==> config.mk <==
export PLATFORM = sky130hd
export DESIGN_NAME = ddo_ctrl
export DESIGN_NICKNAME = d
export VERILOG_FILES = /design/src/hw/rtl/ddo_pkg.sv /design/src/hw/rtl/ddo_ctrl.sv
export VERILOG_INCLUDE_DIRS = /design/src /design/src/hw/rtl
export SDC_FILE = /design/constraint.sdc
export NUM_CORES = 1
export LEC_CHECK = 0
export BUFFER_PORTS_ARGS = -buffer_cell sky130_fd_sc_hd__buf_2
export CAP_MARGIN = 10
export CORE_MARGIN = 1.5
export CORE_UTILIZATION = 43
export CTS_CLUSTER_SIZE = 30
export DETAILED_ROUTE_END_ITERATION = 8
export GPL_TIMING_DRIVEN = 0
export PLACE_DENSITY = 0.79
export SYNTH_ARGS = -nofsm -noshare
export SYNTH_HDL_FRONTEND = slang
export SYNTH_SLANG_ARGS = --single-unit
==> constraint.sdc <==
create_clock -name clock -period 1.4 [get_ports clock]
set_input_delay 0.21 -clock clock [delete_from_list [all_inputs] [get_ports clock]]
set_output_delay 0.21 -clock clock [all_outputs]
set_load 0.01 [all_outputs]
==> src/hw/rtl/differential_drive_odometry_defines.svh <==
// assertion macros shared by the odometry rtl
// no dependencies; included by files that carry assertions
`ifndef DIFFERENTIAL_DRIVE_ODOMETRY_DEFINES_SVH
`define DIFFERENTIAL_DRIVE_ODOMETRY_DEFINES_SVH

// same-cycle implication
`define DDO_ASSERT_NOW(lbl, clk, rst, ante, cons, msg) \
   lbl: assert property (@(posedge clk) disable iff (rst) (ante) |-> (cons)) else $error(msg);

// next-cycle implication
`define DDO_ASSERT_NEXT(lbl, clk, rst, ante, cons, msg) \
   lbl: assert property (@(posedge clk) disable iff (rst) (ante) |=> (cons)) else $error(msg);

`endif

==> src/hw/rtl/ddo_pkg.sv <==
// types, constants and helper functions of the odometry block
// no dependencies; imported by every rtl module
`timescale 1ns / 1ps

package ddo_pkg;

   localparam int CORDIC_STEPS    = 16;
   localparam int CELL_COORD_BITS = 8;

   localparam int NUM_W  = 51;
   localparam int SN_W   = 52;
   localparam int DEN_W  = 24;
   localparam int CNT_W  = $clog2(NUM_W);
   localparam int XY_W   = 34;
   localparam int Z_W    = 35;
   localparam int TRIG_W = 20;
   localparam int ANG_W  = 19;
   localparam int ACC_W  = 48;
   localparam int ITER_W = $clog2(CORDIC_STEPS);
   localparam int REQ_W  = 112;
   localparam int RSP_W  = 176;
   localparam int FOLD_W = 30;
   localparam int MODQ_W = 12;
   localparam int MODR_W = 20;

   localparam logic [ANG_W-1:0] TWO_PI_Q16 = 19'd411775;
   localparam logic [ANG_W-1:0] Q16_45     = 19'd51472;
   localparam logic [ANG_W-1:0] Q16_135    = 19'd154416;
   localparam logic [ANG_W-1:0] Q16_225    = 19'd257359;
   localparam logic [ANG_W-1:0] Q16_315    = 19'd360303;

   // byte weights 2^(8i) reduced modulo two pi in q16
   localparam logic [6:0][ANG_W-1:0] MOD_CHUNK = {
      19'((64'd1 << 48) % 64'd411775),
      19'((64'd1 << 40) % 64'd411775),
      19'((64'd1 << 32) % 64'd411775),
      19'((64'd1 << 24) % 64'd411775),
      19'((64'd1 << 16) % 64'd411775),
      19'((64'd1 << 8) % 64'd411775),
      19'(64'd1 % 64'd411775)
   };
   // floor(2^49 / two pi in q16)
   localparam logic [30:0] MOD_RECIP = 31'((64'd1 << 49) / 64'd411775);

   localparam logic signed [Z_W-1:0]  PI_Q30      = 35'sd3373259426;
   localparam logic signed [Z_W-1:0]  TWO_PI_Q30  = 35'sd6746518852;
   localparam logic signed [Z_W-1:0]  HALF_PI_Q30 = 35'sd1686629713;
   localparam logic signed [XY_W-1:0] GAIN_Q30    = 34'sd652032874;

   localparam logic signed [SN_W-1:0] S32_MAX  = SN_W'(64'sd2147483647);
   localparam logic signed [SN_W-1:0] S32_MIN  = -S32_MAX - SN_W'(1);
   localparam logic signed [SN_W-1:0] CELL_MAX =
      SN_W'((64'sd1 <<< (CELL_COORD_BITS - 1)) - 64'sd1);
   localparam logic signed [SN_W-1:0] CELL_MIN = -CELL_MAX - SN_W'(1);
   localparam logic signed [ACC_W+1:0] ACC_HI  = 50'sh0_7FFF_FFFF_FFFF;
   localparam logic signed [ACC_W+1:0] ACC_LO  = -ACC_HI - 50'sd1;

   typedef enum logic [1:0] {
      REG_WHEEL_BASE     = 2'd0,
      REG_CELL_WIDTH     = 2'd1,
      REG_TICK_RATE      = 2'd2,
      REG_ROTATION_SCALE = 2'd3
   } reg_type;

   typedef enum logic [1:0] {
      DIR_NORTH = 2'd0,
      DIR_WEST  = 2'd1,
      DIR_SOUTH = 2'd2,
      DIR_EAST  = 2'd3
   } compass_type;

   typedef enum logic [2:0] {
      OP_RATE,
      OP_ANG,
      OP_STEP_X,
      OP_STEP_Y,
      OP_CELL_X,
      OP_CELL_Y
   } op_type;

   typedef enum logic [3:0] {
      ST_IDLE,
      ST_PROD,
      ST_DIV_GO,
      ST_DIV_WAIT,
      ST_MOD_FOLD,
      ST_MOD_MUL,
      ST_MOD_SUB,
      ST_MOD_FIX,
      ST_CORDIC_GO,
      ST_CORDIC_WAIT,
      ST_STEP_MUL,
      ST_ACC,
      ST_OUT
   } state_type;

   typedef struct packed {
      logic   load;
      logic   prod;
      logic   div_start;
      logic   div_take;
      op_type op;
      logic   mod_fold;
      logic   mod_mul;
      logic   mod_sub;
      logic   mod_fix;
      logic   cordic_start;
      logic   step_mul;
      logic   acc_upd;
      logic   out_load;
   } cmd_type;

   typedef struct packed {
      logic div_done;
      logic cordic_done;
   } sts_type;

   function automatic logic [30:0] atan_q30(input logic [4:0] idx);
      logic [30:0] v;
      case (idx)
         5'd0:    v = 31'd843314857;
         5'd1:    v = 31'd497837829;
         5'd2:    v = 31'd263043837;
         5'd3:    v = 31'd133525159;
         5'd4:    v = 31'd67021687;
         5'd5:    v = 31'd33543516;
         5'd6:    v = 31'd16775851;
         5'd7:    v = 31'd8388437;
         5'd8:    v = 31'd4194283;
         5'd9:    v = 31'd2097149;
         5'd10:   v = 31'd1048576;
         5'd11:   v = 31'd524288;
         5'd12:   v = 31'd262144;
         5'd13:   v = 31'd131072;
         5'd14:   v = 31'd65536;
         5'd15:   v = 31'd32768;
         5'd16:   v = 31'd16384;
         5'd17:   v = 31'd8192;
         5'd18:   v = 31'd4096;
         5'd19:   v = 31'd2048;
         5'd20:   v = 31'd1024;
         5'd21:   v = 31'd512;
         5'd22:   v = 31'd256;
         5'd23:   v = 31'd128;
         default: v = 31'd0;
      endcase
      return v;
   endfunction

   function automatic logic [31:0] sat_s32(input logic signed [SN_W-1:0] v);
      logic signed [SN_W-1:0] c;
      if (v > S32_MAX) begin
         c = S32_MAX;
      end else if (v < S32_MIN) begin
         c = S32_MIN;
      end else begin
         c = v;
      end
      return c[31:0];
   endfunction

   function automatic logic [7:0] sat_cell(input logic signed [SN_W-1:0] v);
      logic signed [SN_W-1:0] c;
      if (v > CELL_MAX) begin
         c = CELL_MAX;
      end else if (v < CELL_MIN) begin
         c = CELL_MIN;
      end else begin
         c = v;
      end
      return c[7:0];
   endfunction

endpackage

==> src/hw/rtl/ddo_ctrl.sv <==
// odometry sequencer: steps the datapath through products, divisions,
// cordic and accumulation; depends on ddo_pkg and the assertion macros
`timescale 1ns / 1ps
`include "differential_drive_odometry_defines.svh"

module ddo_ctrl import ddo_pkg::*; (
   input  logic    clock,
   input  logic    reset,
   input  logic    req_tvalid,
   output logic    req_tready,
   output logic    rsp_tvalid,
   input  logic    rsp_tready,
   input  sts_type sts,
   output cmd_type cmd
);

   state_type state_ff, state_in;
   op_type    op_ff, op_in;
   logic      rsp_valid_ff, rsp_valid_in;

   // next state
   always_comb begin
      state_in = state_ff;
      op_in    = op_ff;
      case (state_ff)
         ST_IDLE: begin
            if (req_tvalid) begin
               state_in = ST_PROD;
               op_in    = OP_RATE;
            end
         end
         ST_PROD:      state_in = ST_DIV_GO;
         ST_DIV_GO:    state_in = ST_DIV_WAIT;
         ST_DIV_WAIT: begin
            if (sts.div_done) begin
               case (op_ff)
                  OP_RATE: begin
                     op_in    = OP_ANG;
                     state_in = ST_DIV_GO;
                  end
                  OP_ANG:    state_in = ST_MOD_FOLD;
                  OP_STEP_X: begin
                     op_in    = OP_STEP_Y;
                     state_in = ST_DIV_GO;
                  end
                  OP_STEP_Y: state_in = ST_ACC;
                  OP_CELL_X: begin
                     op_in    = OP_CELL_Y;
                     state_in = ST_DIV_GO;
                  end
                  OP_CELL_Y: state_in = ST_OUT;
                  default:   state_in = ST_IDLE;
               endcase
            end
         end
         ST_MOD_FOLD:  state_in = ST_MOD_MUL;
         ST_MOD_MUL:   state_in = ST_MOD_SUB;
         ST_MOD_SUB:   state_in = ST_MOD_FIX;
         ST_MOD_FIX:   state_in = ST_CORDIC_GO;
         ST_CORDIC_GO: state_in = ST_CORDIC_WAIT;
         ST_CORDIC_WAIT: begin
            if (sts.cordic_done) begin
               state_in = ST_STEP_MUL;
            end
         end
         ST_STEP_MUL: begin
            op_in    = OP_STEP_X;
            state_in = ST_DIV_GO;
         end
         ST_ACC: begin
            op_in    = OP_CELL_X;
            state_in = ST_DIV_GO;
         end
         ST_OUT: begin
            if (!rsp_valid_ff || rsp_tready) begin
               state_in = ST_IDLE;
            end
         end
         default:      state_in = ST_IDLE;
      endcase
   end

   // outputs
   always_comb begin
      cmd              = '0;
      cmd.op           = op_ff;
      cmd.load         = (state_ff == ST_IDLE) && req_tvalid;
      cmd.prod         = state_ff == ST_PROD;
      cmd.div_start    = state_ff == ST_DIV_GO;
      cmd.div_take     = (state_ff == ST_DIV_WAIT) && sts.div_done;
      cmd.mod_fold     = state_ff == ST_MOD_FOLD;
      cmd.mod_mul      = state_ff == ST_MOD_MUL;
      cmd.mod_sub      = state_ff == ST_MOD_SUB;
      cmd.mod_fix      = state_ff == ST_MOD_FIX;
      cmd.cordic_start = state_ff == ST_CORDIC_GO;
      cmd.step_mul     = state_ff == ST_STEP_MUL;
      cmd.acc_upd      = state_ff == ST_ACC;
      cmd.out_load     = (state_ff == ST_OUT) && (!rsp_valid_ff || rsp_tready);
      req_tready       = state_ff == ST_IDLE;
      rsp_tvalid       = rsp_valid_ff;
   end

   assign rsp_valid_in = cmd.out_load || (rsp_valid_ff && !rsp_tready);

   always_ff @(posedge clock) begin
      if (reset) begin
         state_ff     <= ST_IDLE;
         op_ff        <= OP_RATE;
         rsp_valid_ff <= 1'b0;
      end else begin
         state_ff     <= state_in;
         op_ff        <= op_in;
         rsp_valid_ff <= rsp_valid_in;
      end
   end

   `DDO_ASSERT_NEXT(a_accept_starts, clock, reset, state_ff == ST_IDLE && req_tvalid,
                    state_ff == ST_PROD, "accepted beat did not start work")
   `DDO_ASSERT_NEXT(a_load_shows, clock, reset, cmd.out_load, rsp_valid_ff,
                    "loaded result not offered")
   `DDO_ASSERT_NOW(a_no_overwrite, clock, reset, cmd.out_load, !rsp_valid_ff || rsp_tready,
                   "pending result overwritten")
   `DDO_ASSERT_NEXT(a_div_wait, clock, reset, state_ff == ST_DIV_WAIT && !sts.div_done,
                    state_ff == ST_DIV_WAIT && $stable(op_ff), "left division before done")

endmodule

Yosys cells after proc, flatten, opt, wreduce, memory -nomap -nowiden
Cells that the tools add are included.
- eq/ne operators: 22
- muxes and demuxes: 10
- reductions and logical operators: 15
- operator list (operator ; count):
    $pmux 4 s11 ; 1
    $eq 4x4->1 const B ; 5
    $eq 4x3->1 const B ; 4
    $mux 4 ; 4
    $pmux 4 s4 ; 1
    $pmux 3 s4 ; 1
    $pmux 3 s3 ; 1
    $eq 4x2->1 const B ; 2
    $reduce_and 4->1 ; 2
    $eq 3x2->1 const B ; 2
    $eq 3x3->1 const B ; 2
    $mux 3 ; 2
    $ne 2x2->1 const B ; 3
    $reduce_or 3->1 ; 2
    $eq 4x1->1 const B ; 1
    $logic_and 1x1->1 ; 4
    $logic_not 4->1 ; 1
    $ne 4x1->1 const B ; 1
    $reduce_bool 4->1 ; 1
    $eq 3x1->1 const B ; 1
    $logic_not 3->1 ; 1
    $logic_not 1->1 ; 2
    $logic_or 1x1->1 ; 2
    $ne 2x1->1 const B ; 1
- register bits: 8
- output and inout bits: 17
- word-level logic and storage cells: 50
- input port bits: 6

Longest topological paths before layout
Gate-level depths: netlist of the first run.
- word-level depth: 5
- mapped depth: 5
- gate-level depth less buffers: 4

Worst setup path after synthesis of the first run
Ideal clock, no wire load.
- path kind: register to register
- start point: register state_ff[2]
- end point: register op_ff[0]
- library setup time: 0.072 ns
- buffers on the path: 1
- path slack: -0.034 ns
- data arrival time: 1.362 ns
- period minus slack after synthesis: 1.434 ns
- cell stages (with the launch flop): 6
- data required time: 1.328 ns
- path through: dfxtp_1 -> buf_6 -> nor4_2 -> o21ba_1 -> a21oi_2 -> mux2i_1
- longest elaborated chain between the ends: 3
- ends and longest elaborated chain (element ; line ; text):
    start, declared ; ddo_ctrl.sv:17 ; state_type state_ff, state_in;
    start signal, assigned ; ddo_ctrl.sv:111 ; state_ff <= state_in;
    $logic_not 4->1 (*) ; n/a ;
    via req_tready ; ddo_ctrl.sv:10 ; output logic req_tready,
    $reduce_bool 4->1 (no line) or $ne 2x2->1 (tied branches) ; n/a ;
    $reduce_and 4->1 (no line) ; n/a ;
    end signal, assigned ; ddo_ctrl.sv:112 ; op_ff <= op_in;
    end, declared ; ddo_ctrl.sv:18 ; op_type op_ff, op_in;
The timed path passes the listed nets; every way through them passes the cells marked *.
A chain may end at the register's enable or synchronous reset.

Final worst setup path of the first run
- start point: register state_ff[0]
- end point: register state_ff[0]
- longest elaborated chain between the ends: 3
- ends and longest elaborated chain (element ; line ; text):
    $eq 4x4->1, or another cell as far along ; ddo_ctrl.sv:25 ; case (state_ff)
    $reduce_or 3->1 (no line), or another cell as far along ; n/a ;
    $pmux 4 s11 or $reduce_and 4->1 (tied branches) ; n/a ;
Parallel ways exist; a longest one is shown, timed or not.

==> results of run 1 <==
worst max-delay path, delay by kind of cell, from the launching register on:
family | cells | cell delay [ns]
flip-flops | 1 | 0.37
AO/OA/AOI/OAI | 2 | 0.39
AND/OR/NAND/NOR | 2 | 0.60
kinds of logic (layout without fill, tap and decap cells):
family                 after synthesis  in the layout  synth area share [%]
AND/OR/NAND/NOR                     46             46                  42.0
AO/OA/AOI/OAI                       21             21                  24.4
flip-flops                           8              8                  24.2
buffers and inverters                7             42                  6.61
XOR/XNOR                             1              1                  1.32
multiplexers                         1              1                  1.51
placed cells by master (no fill, tap or decap), drive strengths merged, types with 2 or more instances in the layout:
| cell | count |
|---|---|
| nand2 | 5 |
| nor4 | 3 |
| o21ba | 2 |
| nor3b | 3 |
| dfxtp | 8 |
| o32a | 2 |
| buf | 37 |
| a21oi | 6 |
| nor2 | 9 |
| clkbuf | 4 |
| nand3b | 2 |
| or3 | 2 |
| o31ai | 2 |
| o21ai | 4 |
| nand2b | 8 |
| nor3 | 7 |
| and2 | 3 |
| a211oi | 3 |
final cells by class:
cell class                      instances  area (sq um)
Buffer                                  5          52.6
Inverter                                1          3.75
Sequential cell                         8           175
Fill cell                              91           313
Timing Repair Buffer                   33           203
Clock buffer                            3          22.5
Tap cell                               15          18.8
Multi-Input combinational cell         69           578
through the flow:
step / total power, W / std cells / hold WS [ns] / instance area [sq um] / utilization [%]
3_3_place_gp: 0.000774 / 121 / 0.498 / 800 / 58.5
6_report: 0.00123 / 134 / 0.270 / 1050 / 77.1
5_1_grt: 0.00129 / 134 / 0.302 / 1050 / 77.1
2_1_floorplan: 0.000660 / 84 / 0.394 / 671 / -
4_1_cts: 0.00107 / 130 / 0.264 / 935 / 68.4
3_5_place_dp: 0.000781 / 121 / 0.535 / 800 / 58.5
state kept, by name (all words and copies together), names as in the netlist:
| name | flops |
|---|---|
| op_ff | 3 |
| state_ff | 4 |
| rsp_tvalid | 1 |
synth_stat cells (all sizes together):
library cell	n	area [sq um]
and2	3	18.8
nor2b	1	6.26
nor2	9	33.8
nand2	5	21.3
a21oi	6	33.8
clkbuf	1	3.75
o31ai	2	15.0
buf	5	36.3
o21ba	2	20.0
nand3b	2	15.0
or3b	1	8.76
or4bb	1	11.3
a211oi	3	37.5
nor3b	3	22.5
o21ai	4	20.0
and4bb	1	12.5
o32a	2	20.0
mux2i	1	10.0
nand2b	8	50.1
dfxtp	8	160
nor3	7	40.0
a31oi	1	6.26
a221oi	1	8.76
xor2	1	8.76
inv	1	3.75
or3	2	12.5
nor4	3	25.0
power by group through the flow:
| stage | Combinational (W) | Sequential (W) | Clock (W) |
|---|---|---|---|
| 2_1_floorplan | 0.000359 | 0.000301 | 0 |
| 3_3_place_gp | 0.000460 | 0.000313 | 0 |
| 3_5_place_dp | 0.000467 | 0.000315 | 0 |
| 4_1_cts | 0.000571 | 0.000316 | 0.000180 |
| 5_1_grt | 0.000769 | 0.000330 | 0.000194 |
| 6_report | 0.000717 | 0.000324 | 0.000184 |
path summary, 6_finish.rpt:
| kind | startpoint | to | slack, ns | depth (start not counted) |
|---|---|---|---|---|
| setup reg to reg | state_ff[0] | state_ff[0] | -0.08 | 4 |
| hold reg to reg | op_ff[0] | op_ff[0] | 0.59 | 2 |
| hold / removal | reset | op_ff[0] | 0.27 | 3 |
| setup / recovery | state_ff[0] | state_ff[0] | -0.08 | 4 |
what timing repair did:
action | CTS | global route
hold buffers | 0 | 0
resized for setup | 19 | 22
hold endpoints to repair | 0 | 0
endpoints found under the setup margin | 18 | 19
pin swaps | 8 | 8
setup buffers | 6 | 5
routing by layer:
layer  wire [microns]  vias to the layer above
li1                 -                      382
met1              911                      382
met2             1070                       42
met3              112                        4
met4               39                        0
met5                0                        -
==> impl_metrics.tcl, run 1 <==
set metrics [dict create \
    dp_hpwl_microns 1240 \
    place_ws_ns -0.145 \
    hold_path_class "in -> reg" \
    tns_ns -0.416 \
    syn_inst 84 \
    root_buffer "clkbuf_4" \
    cts_max_level 1 \
    synth_fp_nets 90 \
    drv_slew 0 \
    first_pass_iters 4 \
    overflow 0 \
    violations "negative setup slack" \
    pwr-share-clk_pct 15.0 \
    gp_congestion 0.806 \
    drtIter0Drc 26 \
    setup_violations 11 \
    cts_tree "built" \
    min_period_ns 1.48 \
    p_seq_share_pct 26.4 \
    use_met3_pct 2.59 \
    clk_latency_ns 0.26 \
    cts_buffers 3 \
    drc 0 \
    floorplan.die.height_microns 42.2 \
    postLayoutSetupSlackWorst_ns -0.0833 \
    clk_pin_slew_worst_paths_ns 0.06 \
    p_int_w 0.000717 \
    die-area_sq_mm 0.00178 \
    p_leak_nw 0.442 \
    drive_gt1_share_pct 58.8 \
    critPathSlowestCell "or3_4" \
    synthesis.area_sq_um 662 \
    ys_ff_latch 8 \
    slew-limit-headroom_pct 65.4 \
    syn_to_final_growth_pct 59.2 \
    path_class "reg -> reg" \
    use_met1_pct 31.6 \
    antenna_found_initial 0 \
    yosysUniqueCellTypes 34 \
    fmax_mhz 674 \
    skew_ns 0.00400 \
    outcome "complete, but fails checks" \
    vias_per_cell 6.04 \
    vias 810 \
    required_ns 1.52 \
    ys_seq_area_share_pct 24.2 \
    track_usage_pct 24.2 \
    start_util_pct 48.4 \
    cp.arrival_ns 1.60 \
    ant_nets 0 \
    core_area_sq_mm 0.00137 \
    power.switching_w 0.000509 \
    swShare_pct 41.5 \
    slowest_delay_ns 0.38 \
    grtUsageMet2_pct 41.2 \
    rows 13 \
    numClockSinks 8 \
    gr-max-usage-layer "met2" \
    grt_max_degree 11 \
    worst-path-max-fanout 7 \
    nets 127 \
    ir_drop_mv 0.809 \
    ioPinCount 23 \
    grt_pass1_vias 700 \
    maxCapViolCount 0 \
    clock_path_buffers 2 \
    rsz0062_at_grt "true" \
    worst_pin_slew_ns 0.519 \
    cp-start-kind "flip-flop" \
    wl_per_cell_microns 15.9 \
    portBuffers 22 \
    n_antenna_cell 0 \
    crit_chain "or3_4 -> a211oi_4 -> nand2b_4 -> o31ai_1" \
    die_w_microns 42.2 \
    wl_microns 2140 \
    powerDensity_mw_per_mm2 1160 \
    syn_avg_cell_area_sq_um 7.88 \
    combPwrFrac_pct 58.6 \
    synth-warning-count 0 \
    period_share_pct 106 \
    hold_viol_final 0 \
    grt_pass1_wl_microns 3340 \
    crit_path_end_kind "flip-flop" \
]
No activity file was read; power rests on OpenSTA's default activity.
==> inputs of run 2 (changes only) <==
- ABC_CLOCK_PERIOD_IN_PS: default -> 1300
- SKIP_LAST_GASP: default -> 1
- clock period: 1.4 -> 1.3 ns (I/O delays scaled with it)
==> impl_metrics.tcl, run 2 (synthesized netlist as in run 1, its figures left out) <==
set metrics [dict create \
    outcome "complete, but fails checks" \
    violations "negative setup slack" \
    cp-start-kind "flip-flop" \
    path_class "reg -> out" \
    holdWs_ns 0.218 \
    required_ns 1.11 \
    hold_buffers 0 \
    n_fill_cell 100 \
    rsz0062_at_grt "true" \
    vias 804 \
    drv_slew 0 \
    nets 127 \
    hold_path_class "in -> reg" \
    cp.arrival_ns 1.30 \
    syn_to_final_growth_pct 60.3 \
    worst-path-max-fanout 5 \
    dp_hpwl_microns 1220 \
    hold_viol_final 0 \
    maxCapViolCount 0 \
    ioPinCount 23 \
    root_buffer "clkbuf_4" \
    antenna_found_initial 0 \
    placedCellCount 121 \
    die_w_microns 42.2 \
    powerDensity_mw_per_mm2 1250 \
    die-area_sq_mm 0.00178 \
    ir_drop_mv 0.893 \
    final_common_cell "buf_2" \
    regMostFlops "state_ff" \
    worst_pin_slew_ns 0.522 \
    largest_register_ffs 4 \
    skew_ns 0.0161 \
    drc 0 \
    setup_violations 20 \
    crit_path_end_kind "output port" \
    numClockSinks 8 \
    cts_tree "built" \
    rows 13 \
    clk_latency_ns 0.27 \
    portBuffers 22 \
    p_leak_nw 0.431 \
    wl_per_cell_microns 15.5 \
    track_usage_pct 24.9 \
    n_antenna_cell 0 \
    clk_pin_slew_worst_paths_ns 0.07 \
    min_period_ns 1.49 \
    postLayoutSetupSlackWorst_ns -0.191 \
    instances_no_fill 135 \
    gp_congestion 0.842 \
    clock_path_buffers 2 \
    layout_common_cells "buf_2, buf_6, nor2_1, buf_4" \
    vias_per_cell 5.96 \
    cts_buffers 3 \
    first_pass_iters 4 \
    fmax_mhz 671 \
    grt_max_degree 11 \
    drtIter0Drc 8 \
    drive_gt1_share_pct 60.8 \
    grt_pass1_vias 731 \
    core_area_sq_mm 0.00137 \
    floorplan.die.height_microns 42.2 \
    period_share_pct 115 \
    cts_max_level 1 \
    grt_pass1_wl_microns 3420 \
    wl_microns 2090 \
    start_util_pct 48.4 \
    overflow 0 \
    slew-limit-headroom_pct 65.2 \
    ant_nets 0 \
    place_ws_ns -0.187 \
]
run 2: changes by cell type in the layout (fill, tap and decap cells not counted), sizes merged:
cell and change:
clkbuf +1
run 2: critical path, cell delays in order, from the launching register on:
cell	delay, ns
dfxtp_2	0.32
buf_6	0.13
and4bb_2	0.32
and2_4	0.16
buf_6	0.09
run 2: worst paths after layout:
| path | start | end | slack [ns] | cells after the start |
|---|---|---|---|---|
| max reg2reg | state_ff[0] | op_ff[1] | -0.16 | 5 |
| max | state_ff[2] | cmd[11] | -0.19 | 4 |
| min reg2reg | op_ff[0] | op_ff[0] | 0.60 | 2 |
| min | reset | op_ff[0] | 0.22 | 3 |
run 2: timing repair:
action / in CTS / in global routing
cloned: 1 / 0
buffers inserted: 9 / 1
hold endpoints to repair: 0 / 0
endpoints found under the setup margin: 19 / 20
pin swaps: 8 / 8
resized for setup: 24 / 15
run 2: power by group:
part           switching, W  internal, W
Clock             0.0000997     0.000118
Sequential        0.0000652     0.000284
Combinational      0.000383     0.000375
run 2: metal layers:
metal | vias up | wire length [microns] | track usage, %
met5 | - | 0 | 0
met4 | 0 | 48 | 6.25
met3 | 9 | 97 | 7.33
met2 | 23 | 1060 | 41.5
met1 | 392 | 891 | 31.0
li1 | 380 | - | -
run 2: final cells by class:
| cell class | count | area [sq um] | share of cell area [%] |
|---|---|---|---|
| buffer | 6 | 60.1 | 5.66 |
| multi-input combinational | 69 | 581 | 54.7 |
| inverter | 1 | 3.75 | 0.354 |
| sequential | 8 | 173 | 16.3 |
| timing repair buffer | 32 | 199 | 18.7 |
| clock buffer | 4 | 26.3 | 2.48 |
| tap | 15 | 18.8 | 1.77 |
run 2: stage by stage:
stage	cell area, sq um	power (W)	TNS (ns)	util, %
2_1_floorplan	689	0.000744	-0.219	-
3_3_place_gp	818	0.000872	-0.897	59.9
3_5_place_dp	818	0.000880	-1.03	59.9
4_1_cts	991	0.00124	-1.82	72.5
5_1_grt	1060	0.00141	-3.67	77.7
6_report	1060	0.00133	-2.26	77.7
==> inputs of run 3 (changes only) <==
- PLACE_DENSITY: 0.79 -> default
- PLACE_DENSITY_LB_ADDON: default -> 0.08
- RECOVER_POWER: default -> 100
==> impl_metrics.tcl, run 3 (synthesized netlist as in run 1, its figures left out) <==
set metrics [dict create \
    grt_pass1_vias 762 \
    p_int_w 0.000930 \
    min_period_ns 1.51 \
    grt_pass1_wl_microns 3490 \
    hold_path_class "in -> reg" \
    p_leak_nw 0.510 \
    required_ns 1.11 \
    ioPinCount 23 \
    p_seq_share_pct 23.2 \
    die-area_sq_mm 0.00178 \
    die_w_microns 42.2 \
    dpl_cell_area_sq_um 818 \
    power.switching_w 0.000633 \
    clock_path_buffers 2 \
    cp.arrival_ns 1.32 \
    crit_chain "buf_4 -> nor4_4 -> and2_1 -> buf_2" \
    regMostFlops "state_ff" \
    violations "negative setup slack" \
    powerDensity_mw_per_mm2 1320 \
    dp_hpwl_microns 1280 \
    gp_congestion 0.793 \
    swShare_pct 40.5 \
    worst-path-max-fanout 9 \
    nets 134 \
    slew-limit-headroom_pct 67.3 \
    slowest_delay_ns 0.38 \
    worst_pin_slew_ns 0.491 \
    cp-start-kind "flip-flop" \
    n_fill_cell 72 \
    critPathSlowestCell "dfxtp_4" \
    track_usage_pct 25.7 \
    cts_buffers 3 \
    vias 877 \
    period_share_pct 117 \
    antenna_found_initial 0 \
    skew_ns 0.00986 \
    clk_pin_slew_worst_paths_ns 0.07 \
    final_common_cell "buf_2" \
    setup_violations 19 \
    fmax_mhz 660 \
    outcome "complete, but fails checks" \
    syn_to_final_growth_pct 78.6 \
    postLayoutSetupSlackWorst_ns -0.215 \
    floorplan.die.height_microns 42.2 \
    core_area_sq_mm 0.00137 \
    root_buffer "clkbuf_4" \
    path_buf_inv 2 \
    overflow 0 \
    maxCapViolCount 0 \
    portBuffers 22 \
    n_antenna_cell 0 \
    ir_drop_mv 1.16 \
    largest_register_ffs 4 \
    wl_per_cell_microns 19.0 \
    vias_per_cell 6.18 \
    drv_slew 0 \
    rows 13 \
    numClockSinks 8 \
    drc 0 \
    clk_latency_ns 0.27 \
    drive_gt1_share_pct 64.6 \
    combPwrFrac_pct 62.3 \
    holdWs_ns 0.207 \
    pwr-share-clk_pct 14.5 \
    hold_viol_final 0 \
    rsz0062_at_grt "true" \
    path_class "reg -> out" \
    ant_nets 0 \
    first_pass_iters 4 \
    power_w 0.00156 \
    cts_max_level 1 \
    wl_microns 2690 \
    start_util_pct 48.4 \
    design_area_sq_mm 0.00118 \
    fin_util_pct 86.5 \
    crit_path_end_kind "output port" \
    layout_common_cells "buf_2, buf_4, nor2_1" \
    grt_max_degree 11 \
    cts_tree "built" \
    drtIter0Drc 31 \
    path_delay_family "flip-flops" \
]
[run 3: power by group through the flow]
stage	logic, W	clock network [W]	registers [W]
floorplan	0.000410	0	0.000334
global placement	0.000529	0	0.000348
detailed placement	0.000535	0	0.000352
CTS	0.000829	0.000224	0.000357
global route	0.00101	0.000240	0.000364
finish	0.000974	0.000227	0.000362
[run 3: path summary, 6_finish.rpt]
path                     from  cells after the start  slack [ns]          end
setup reg to reg     op_ff[2]                      4       -0.21  state_ff[3]
hold / removal          reset                      3        0.21     op_ff[0]
setup / recovery  state_ff[0]                      4       -0.21      cmd[14]
hold reg to reg      op_ff[0]                      2        0.61     op_ff[0]
[run 3: through the flow]
stage,std cells,TNS (ns),worst slack [ns]
final,142,-2.57,-0.215
after global routing,142,-3.28,-0.279
after CTS,135,-1.62,-0.147
after detailed placement,121,-1.03,-0.184
after global placement,121,-1.02,-0.179
after floorplan,84,-0.219,-0.0562
[run 3: layer usage]
metal  wire length (microns)  global-route usage, %  share of wire [%]  vias up
met5                       0                      0                  0        -
met4                     118                   8.75                4.4        0
met3                     149                   3.88                5.5       14
met2                    1360                   45.8                 50       49
met1                    1070                   31.0                 40      419
li1                        -                      -                  -      395
[run 3: cell type report]
cell class,count,area (sq um),area share (%)
sequential,8,173,14.6
inverter,1,3.75,0.317
buffer,6,71.3,6.03
clock buffer,4,26.3,2.22
timing repair buffer,39,279,23.6
multi-input combinational,69,611,51.6
tap,15,18.8,1.59
[run 3: what timing repair did]
action	4_1_cts	5_1_grt
setup buffers	8	7
endpoints found under the setup margin	19	20
pin swaps	7	10
cloned	2	0
gates resized for setup	34	19
hold buffers	0	0
[run 3: worst reg2reg max path: stages, from the launching register on]
cell and delay (ns):
dfxtp_1 0.49, xor2_1 0.22, a21oi_1 0.10, o32a_1 0.30
o31ai_1 0.29
